$ cat src/rtl/crcgc_pkg.sv
`timescale 1ns / 1ps

package crcgc_pkg;

   localparam int MAX_DEGREE = 32;

   localparam int RemW    = MAX_DEGREE;
   localparam int TopW    = (MAX_DEGREE > 1) ? $clog2(MAX_DEGREE) : 1;
   localparam int DegW    = 6;
   localparam int PolyW   = 32;
   localparam int RspRemW = 32;
   localparam int CsrW    = 32;

   localparam logic [PolyW-1:0] PolyReset   = PolyW'(7);
   localparam logic [DegW-1:0]  DegreeReset = DegW'(3);

   typedef enum logic [0:0] {
      CSR_POLY_LOW_BITS = 1'b0,
      CSR_POLY_DEGREE   = 1'b1
   } csr_index_type;

   typedef enum logic [0:0] {
      MODE_GENERATE = 1'b0,
      MODE_CHECK    = 1'b1
   } mode_type;

   typedef struct packed {
      logic [RemW-1:0] poly;
      logic [RemW-1:0] mask;
      logic [TopW-1:0] top_idx;
   } crc_cfg_type;

endpackage

$ cat src/rtl/crcgc_req_if.sv
`timescale 1ns / 1ps

interface crcgc_req_if;
   logic valid;
   logic ready;
   logic data_bit;
   logic last;
   logic mode;

   modport source (output valid, output data_bit, output last, output mode, input ready);
   modport sink   (input valid, input data_bit, input last, input mode, output ready);
endinterface

$ cat src/rtl/crcgc_rsp_if.sv
`timescale 1ns / 1ps

interface crcgc_rsp_if;
   logic                           valid;
   logic                           ready;
   logic [crcgc_pkg::RspRemW-1:0]  remainder;
   logic                           remainder_zero;

   modport source (output valid, output remainder, output remainder_zero, input ready);
   modport sink   (input valid, input remainder, input remainder_zero, output ready);
endinterface

$ cat src/rtl/crcgc_cfg.sv
`timescale 1ns / 1ps

module crcgc_cfg (
   input  logic                           clock,
   input  logic                           reset,
   input  logic                           csr_write_enable,
   input  crcgc_pkg::csr_index_type       csr_index,
   input  logic [crcgc_pkg::CsrW-1:0]     csr_write_data,
   output crcgc_pkg::crc_cfg_type         cfg
);

   logic [crcgc_pkg::PolyW-1:0] poly_ff, poly_in;
   logic [crcgc_pkg::DegW-1:0]  degree_ff, degree_in;
   logic [crcgc_pkg::RemW-1:0]  mask;
   logic [crcgc_pkg::RemW-1:0]  poly_ext;
   int                          deg_eff;

   always_comb begin
      poly_in   = poly_ff;
      degree_in = degree_ff;
      if (csr_write_enable) begin
         unique case (csr_index)
            crcgc_pkg::CSR_POLY_LOW_BITS: poly_in   = crcgc_pkg::PolyW'(csr_write_data);
            crcgc_pkg::CSR_POLY_DEGREE:   degree_in = crcgc_pkg::DegW'(csr_write_data);
         endcase
      end
   end

   always_ff @(posedge clock) begin
      if (reset) begin
         poly_ff   <= crcgc_pkg::PolyReset;
         degree_ff <= crcgc_pkg::DegreeReset;
      end else begin
         poly_ff   <= poly_in;
         degree_ff <= degree_in;
      end
   end

   // degree 0 acts as 1, anything above the maximum is clamped
   always_comb begin
      deg_eff = int'(degree_ff);
      if (deg_eff < 1) begin
         deg_eff = 1;
      end
      if (deg_eff > crcgc_pkg::MAX_DEGREE) begin
         deg_eff = crcgc_pkg::MAX_DEGREE;
      end
      for (int i = 0; i < crcgc_pkg::RemW; i++) begin
         mask[i] = (i < deg_eff);
      end
      poly_ext    = crcgc_pkg::RemW'(poly_ff);
      cfg.mask    = mask;
      cfg.poly    = poly_ext & mask;
      cfg.top_idx = crcgc_pkg::TopW'(deg_eff - 1);
   end

endmodule

$ cat src/rtl/crcgc_core.sv
`timescale 1ns / 1ps

module crcgc_core (
   input  logic                   clock,
   input  logic                   reset,
   input  crcgc_pkg::crc_cfg_type cfg,
   crcgc_req_if.sink              req_chan,
   crcgc_rsp_if.source            rsp_chan
);

   logic                          in_valid_ff, in_valid_in;
   logic                          in_bit_ff, in_bit_in;
   logic                          in_last_ff, in_last_in;
   crcgc_pkg::mode_type           in_mode_ff, in_mode_in;
   logic [crcgc_pkg::RemW-1:0]    rem_ff, rem_in;
   logic                          out_valid_ff, out_valid_in;
   logic [crcgc_pkg::RemW-1:0]    out_rem_ff, out_rem_in;
   logic                          out_zero_ff, out_zero_in;

   logic                          advance;
   logic                          accept;
   logic [crcgc_pkg::RemW-1:0]    r_cur;
   logic [crcgc_pkg::RemW-1:0]    r_shift;
   logic [crcgc_pkg::RemW-1:0]    r_next;
   logic                          top;
   logic                          feedback;

   assign advance        = in_valid_ff && (!in_last_ff || !out_valid_ff || rsp_chan.ready);
   assign req_chan.ready = !in_valid_ff || advance;
   assign accept         = req_chan.valid && req_chan.ready;

   // one shift and masked xor per word
   always_comb begin
      r_cur = rem_ff & cfg.mask;
      top   = r_cur[cfg.top_idx];
      if (in_mode_ff == crcgc_pkg::MODE_CHECK) begin
         r_shift  = {r_cur[crcgc_pkg::RemW-2:0], in_bit_ff} & cfg.mask;
         feedback = top;
      end else begin
         r_shift  = {r_cur[crcgc_pkg::RemW-2:0], 1'b0} & cfg.mask;
         feedback = top ^ in_bit_ff;
      end
      r_next = feedback ? (r_shift ^ cfg.poly) : r_shift;
   end

   always_comb begin
      in_valid_in  = in_valid_ff;
      in_bit_in    = in_bit_ff;
      in_last_in   = in_last_ff;
      in_mode_in   = in_mode_ff;
      rem_in       = rem_ff;
      out_valid_in = out_valid_ff;
      out_rem_in   = out_rem_ff;
      out_zero_in  = out_zero_ff;

      if (rsp_chan.ready) begin
         out_valid_in = 1'b0;
      end
      if (advance) begin
         in_valid_in = 1'b0;
         if (in_last_ff) begin
            rem_in       = '0;
            out_valid_in = 1'b1;
            out_rem_in   = r_next;
            out_zero_in  = (r_next == '0);
         end else begin
            rem_in = r_next;
         end
      end
      if (accept) begin
         in_valid_in = 1'b1;
         in_bit_in   = req_chan.data_bit;
         in_last_in  = req_chan.last;
         in_mode_in  = crcgc_pkg::mode_type'(req_chan.mode);
      end
   end

   always_ff @(posedge clock) begin
      if (reset) begin
         in_valid_ff  <= 1'b0;
         out_valid_ff <= 1'b0;
         rem_ff       <= '0;
      end else begin
         in_valid_ff  <= in_valid_in;
         out_valid_ff <= out_valid_in;
         rem_ff       <= rem_in;
      end
   end

   always_ff @(posedge clock) begin
      in_bit_ff   <= in_bit_in;
      in_last_ff  <= in_last_in;
      in_mode_ff  <= in_mode_in;
      out_rem_ff  <= out_rem_in;
      out_zero_ff <= out_zero_in;
   end

   assign rsp_chan.valid          = out_valid_ff;
   assign rsp_chan.remainder      = crcgc_pkg::RspRemW'(out_rem_ff);
   assign rsp_chan.remainder_zero = out_zero_ff;

   a_rem_cleared_after_last: assert property (
      @(posedge clock) disable iff (reset)
      (advance && in_last_ff) |=> (rem_ff == '0))
      else $error("running remainder not cleared after last word");

   a_rsp_from_last: assert property (
      @(posedge clock) disable iff (reset)
      $rose(out_valid_ff) |-> $past(advance && in_last_ff))
      else $error("result raised without a last word");

   a_zero_flag: assert property (
      @(posedge clock) disable iff (reset)
      out_valid_ff |-> (out_zero_ff == (out_rem_ff == '0)))
      else $error("zero flag disagrees with remainder");

   a_no_overwrite: assert property (
      @(posedge clock) disable iff (reset)
      (out_valid_ff && !rsp_chan.ready && in_valid_ff && in_last_ff) |=> $stable(out_rem_ff))
      else $error("pending result overwritten");

endmodule

$ cat src/rtl/crc_generate_and_check.sv
// Bit-serial CRC generator and checker with a configurable generator polynomial.
// Datapath: each accepted word is held in the input register; a last word's result is registered.
// Throughput: 1 bit per cycle, one masked shift/xor; a pending result can hold a last bit.
// Reset: synchronous, active high; clears the running remainder and sets generator 7, degree 3.
`timescale 1ns / 1ps

module crc_generate_and_check (
   input  logic                        clock,
   input  logic                        reset,
   crcgc_req_if.sink                   req_chan,
   crcgc_rsp_if.source                 rsp_chan,
   input  logic                        csr_write_enable,
   input  crcgc_pkg::csr_index_type    csr_index,
   input  logic [crcgc_pkg::CsrW-1:0]  csr_write_data
);

   crcgc_pkg::crc_cfg_type cfg;

   crcgc_cfg u_cfg (
      .clock            (clock),
      .reset            (reset),
      .csr_write_enable (csr_write_enable),
      .csr_index        (csr_index),
      .csr_write_data   (csr_write_data),
      .cfg              (cfg)
   );

   crcgc_core u_core (
      .clock    (clock),
      .reset    (reset),
      .cfg      (cfg),
      .req_chan (req_chan),
      .rsp_chan (rsp_chan)
   );

endmodule
$ cat src/flat_wrapper.sv
// flat-port wrapper written by rule: the top's interface ports become plain ports
module crc_generate_and_check_flat 
  (clock, reset, csr_write_enable, csr_index, csr_write_data, req_chan_valid, req_chan_data_bit, req_chan_last, req_chan_mode, req_chan_ready, rsp_chan_valid, rsp_chan_remainder, rsp_chan_remainder_zero, rsp_chan_ready);
  crcgc_req_if req_chan_i ();
  crcgc_rsp_if rsp_chan_i ();
  input  logic clock;
  input  logic reset;
  input  logic csr_write_enable;
  input  crcgc_pkg::csr_index_type csr_index;
  input  logic [crcgc_pkg::CsrW-1:0] csr_write_data;
  input wire logic [$bits(req_chan_i.valid)-1:0] req_chan_valid;
  input wire logic [$bits(req_chan_i.data_bit)-1:0] req_chan_data_bit;
  input wire logic [$bits(req_chan_i.last)-1:0] req_chan_last;
  input wire logic [$bits(req_chan_i.mode)-1:0] req_chan_mode;
  output wire logic [$bits(req_chan_i.ready)-1:0] req_chan_ready;
  output wire logic [$bits(rsp_chan_i.valid)-1:0] rsp_chan_valid;
  output wire logic [$bits(rsp_chan_i.remainder)-1:0] rsp_chan_remainder;
  output wire logic [$bits(rsp_chan_i.remainder_zero)-1:0] rsp_chan_remainder_zero;
  input wire logic [$bits(rsp_chan_i.ready)-1:0] rsp_chan_ready;
  assign req_chan_i.valid = req_chan_valid;
  assign req_chan_i.data_bit = req_chan_data_bit;
  assign req_chan_i.last = req_chan_last;
  assign req_chan_i.mode = req_chan_mode;
  assign req_chan_ready = req_chan_i.ready;
  assign rsp_chan_valid = rsp_chan_i.valid;
  assign rsp_chan_remainder = rsp_chan_i.remainder;
  assign rsp_chan_remainder_zero = rsp_chan_i.remainder_zero;
  assign rsp_chan_i.ready = rsp_chan_ready;
  crc_generate_and_check u_core (.clock(clock), .reset(reset), .req_chan(req_chan_i), .rsp_chan(rsp_chan_i), .csr_write_enable(csr_write_enable), .csr_index(csr_index), .csr_write_data(csr_write_data));
endmodule
$ cat config.mk
export PLATFORM = sky130hd
export DESIGN_NAME = crc_generate_and_check_flat
export DESIGN_NICKNAME = d
export VERILOG_FILES = /design/src/rtl/crcgc_pkg.sv /design/src/rtl/crcgc_req_if.sv /design/src/rtl/crcgc_rsp_if.sv /design/src/rtl/crcgc_cfg.sv /design/src/rtl/crcgc_core.sv /design/src/rtl/crc_generate_and_check.sv /design/src/flat_wrapper.sv
export SDC_FILE = /design/constraint.sdc
export NUM_CORES = 1
export LEC_CHECK = 0
export ABC_AREA = 0
export BUFFER_PORTS_ARGS = -buffer_cell sky130_fd_sc_hd__buf_2
export CORE_AREA = 2 2 125 127
export CTS_BUF_LIST = sky130_fd_sc_hd__clkbuf_4 sky130_fd_sc_hd__clkbuf_8
export DETAILED_ROUTE_END_ITERATION = 6
export DIE_AREA = 0 0 127 129
export SLEW_MARGIN = 40
export SYNTH_ARGS = -nofsm -noshare
export SYNTH_HDL_FRONTEND = slang
export SYNTH_SLANG_ARGS = --single-unit
export TNS_END_PERCENT = 10
$ cat constraint.sdc
create_clock -name clock -period 7.1 [get_ports clock]
set_clock_uncertainty 0.2 [all_clocks]
set_input_delay 0.71 -clock clock [delete_from_list [all_inputs] [get_ports clock]]
set_output_delay 0.71 -clock clock [all_outputs]
set_load 0.01 [all_outputs]
==> results_dict.tcl <==
set metrics [dict create \
    run_status "finished, final reports clean" \
    io_buffers 75 \
    synthMostInstantiatedCell "nand2_1" \
    post_drt_via_cell_ratio 5.59 \
    hold_ws_ns 0.264 \
    clkTransAtPathRegs_ns 0.10 \
    place_hpwl_mm 12.5 \
    cts.repair_timing.setup_buffer_count 0 \
    critPathRequiredTime_ns 7.12 \
    ys_top_cells_by_area "dfxtp_1, edfxtp_1, nand2_1" \
    tightest_slew_ns 0.807 \
    worstPathMaxFanout 19 \
    most_area_hungry_cell_type_in_the_yosys_netlist "dfxtp_1" \
    rrSetupSlack_ns 1.19 \
    postSynth.asyncResetShare_pct 0 \
    cts.htree.levels 3 \
    bufs_on_longest_clock_path 2 \
    yosys_warnings 0 \
    start_util_pct 39.1 \
    power.density_nw_per_um2 209 \
    worst_r2r_startpoint "u_core.u_cfg.degree_ff[5]" \
    chipHeight_um 129 \
    final_min_period_over_clock_period_pct 83.3 \
    layout.nets 788 \
    grt_antenna_before_repair 0 \
    cts.sink_count 108 \
    count_of_flip_flops_with_a_built_in_enable_after_synthesis 36 \
    critPathCapture "u_core.u_core.rsp_chan.remainder_zero" \
    yosysTopAreaCellShare_pct 24.6 \
    syn-cell-area_sq_um 5860 \
    route.final.wire_length_mm 17.3 \
    setup.worst_path.start_class "register" \
    power.ir.vdd_worst_uv 113 \
    synth_ff_type "dfxtp_1" \
    clk_latency_ns 0.40 \
    die_w_um 127 \
    routed_wire_length_per_instance_um 18.4 \
    first_pass_grt_wire_length_mm 27.2 \
    cts_tree "yes" \
    crit_start "u_core.u_cfg.degree_ff[5]" \
    finalSetupTns_ns 0 \
    synth.lib_cells_used.distinct 68 \
    final_layout_size_suffix_gt1_share_pct 16.0 \
    p_leak_nw 2.60 \
    globalplace.congestion 0.929 \
    grt_start_max_net_pins 73 \
    slew-limit-headroom_pct 45.8 \
    grt_setup_unrepaired "false" \
    die_area_sq_um 16400 \
    worst_r2r_endpoint "u_core.u_core.rsp_chan.remainder_zero" \
    antenna_violating_nets_post_route 0 \
    detailed_routing_iteration_count_for_the_pre_antenna_repair_pass 5 \
    number_of_buffers_added_by_the_clock_tree_synthesis_step 9 \
    synth.ff_latch_count 108 \
    coreArea_sq_um 15000 \
    drv.max_cap_violation_count 0 \
    antennaDiodeCount 0 \
    hold_viol 0 \
    synth.net_count 742 \
    first_iter_violations 376 \
    syn-instance-count 697 \
    ys_top_cells_by_count "nand2_1, dfxtp_1, a21oi_1, nor2_1, mux2i_1" \
    post_cts_hold_buffer_count 0 \
    max_clock_freq_mhz 169 \
    finalMaxSlewViolations 0 \
    ff2ff_path_depth 15 \
    syn2layout_area_growth_pct 12.6 \
    hold_path.class "reg2reg" \
    overflow 0 \
    num_rows 45 \
    via_count_of_the_first_global_routing_pass 4890 \
    postCtsResizedCells 0 \
    clock_tree.root_cell "clkbuf_8" \
    grt_usage_pct 21.7 \
    top_level_ports 76 \
    post_layout_utilization_of_the_core_pct 44.1 \
    synth-seq-area-share_pct 43.0 \
    detailroute.via_count 5231 \
    critPathArrivalTime_ns 5.93 \
    detail_route.drc_violations 0 \
    setup.worst_path.end_class "register" \
    period_needed_ns 5.91 \
    post_synth.cell_area_avg_sq_um 8.41 \
    crit_type "reg2reg" \
    setup_viol 0 \
    post-layout-total-power_mw 1.38 \
]
[worst max-delay path, cell delays in order (launching register included)]
cell     delay [ns]
dfxtp_1        0.80
nor2_4         0.11
inv_2          0.29
ha_1           0.23
or3b_1         0.45
o21ai_0        0.48
mux2i_1        0.15
and3_1         0.20
a211o_1        0.26
a32oi_4        0.61
buf_4          0.36
mux2i_1        0.28
mux2i_1        0.16
nor4_1         0.63
nand4_1        0.20
nor4_2         0.31
[how the worst min path moves through the flow]
| stage | startpoint | to | slack [ns] | depth (start not counted) |
|---|---|---|---|---|
| detailed placement | u_core.u_cfg.poly_ext[18] | u_core.u_cfg.poly_ext[18] | 0.25 | 2 |
| finish | u_core.u_cfg.poly_ext[18] | u_core.u_cfg.poly_ext[18] | 0.26 | 2 |
| floorplan | u_core.u_cfg.poly_ext[18] | u_core.u_cfg.poly_ext[18] | 0.24 | 2 |
| CTS | u_core.u_cfg.poly_ext[18] | u_core.u_cfg.poly_ext[18] | 0.26 | 2 |
| global route | req_chan_data_bit | u_core.u_core.in_bit_ff | 0.28 | 1 |
| global placement | u_core.u_cfg.poly_ext[18] | u_core.u_cfg.poly_ext[18] | 0.25 | 2 |
[flip-flops by register name (all words and copies together) (netlist names), 6 cells and up]
register	count
u_core.u_cfg.degree_ff	6
u_core.u_cfg.poly_ext	32
u_core.u_core.rsp_chan.remainder	32
u_core.u_core.rem_ff	32
[placed cells by master (no fill, tap or decap), types with 7 or more instances in the layout]
| master | netlist | routed |
|---|---|---|
| a21oi_1 | 53 | 53 |
| a22oi_1 | 32 | 32 |
| a31oi_1 | 8 | 8 |
| and3_1 | 13 | 13 |
| buf_2 | 9 | 75 |
| buf_4 | 0 | 12 |
| clkbuf_8 | 0 | 9 |
| dfxtp_1 | 72 | 72 |
| edfxtp_1 | 36 | 36 |
| inv_1 | 14 | 14 |
| mux2i_1 | 40 | 40 |
| nand2_1 | 156 | 156 |
| nand2b_1 | 15 | 13 |
| nand3_1 | 19 | 19 |
| nor2_1 | 52 | 51 |
| o21a_1 | 7 | 7 |
| o21ai_0 | 25 | 25 |
[per-stage QoR]
step / instances / setup WS (ns) / area [sq um]
finish: 936 / 1.19 / 6600
global route: 936 / 0.769 / 6600
CTS: 936 / 1.28 / 6590
detailed placement: 920 / 1.33 / 6340
global placement: 920 / 1.33 / 6340
floorplan: 697 / 2.45 / 5860
[where the power goes]
part	internal [mW]	total (mW)	switching [mW]
Combinational	0.0915	0.256	0.165
Sequential	0.655	0.671	0.0159
Clock	0.239	0.454	0.215
[per-layer routing]
| metal | vias to the layer above | track usage [%] | share of wire, % |
|---|---|---|---|
| li1 | 2553 | - | - |
| met3 | 27 | 4.32 | 6.3 |
| met4 | 0 | 9.05 | 2.6 |
| met1 | 2467 | 30.3 | 47 |
| met2 | 184 | 32.9 | 44 |
| met5 | - | 0 | 0 |
[area by class of cell]
cell class	count	area [sq um]
Clock buffer	10	131
Inverter	15	56.3
Multi-Input combinational cell	522	3080
Fill cell	1485	8380
Clock inverter	6	110
Sequential cell	108	2520
Timing Repair Buffer	87	465
Tap cell	188	235
[logic make-up after synthesis]
| logic type | after synthesis | synth area share [%] |
|---|---|---|
| simple gates | 303 | 23.6 |
| compound gates | 164 | 18.9 |
| flops | 108 | 43.0 |
| buf+inv | 67 | 4.87 |
| mux | 43 | 7.41 |
| xor+xnor | 8 | 1.32 |
| fa+ha+maj | 4 | 0.854 |
Note: power is estimated with default switching activity, not from simulation.
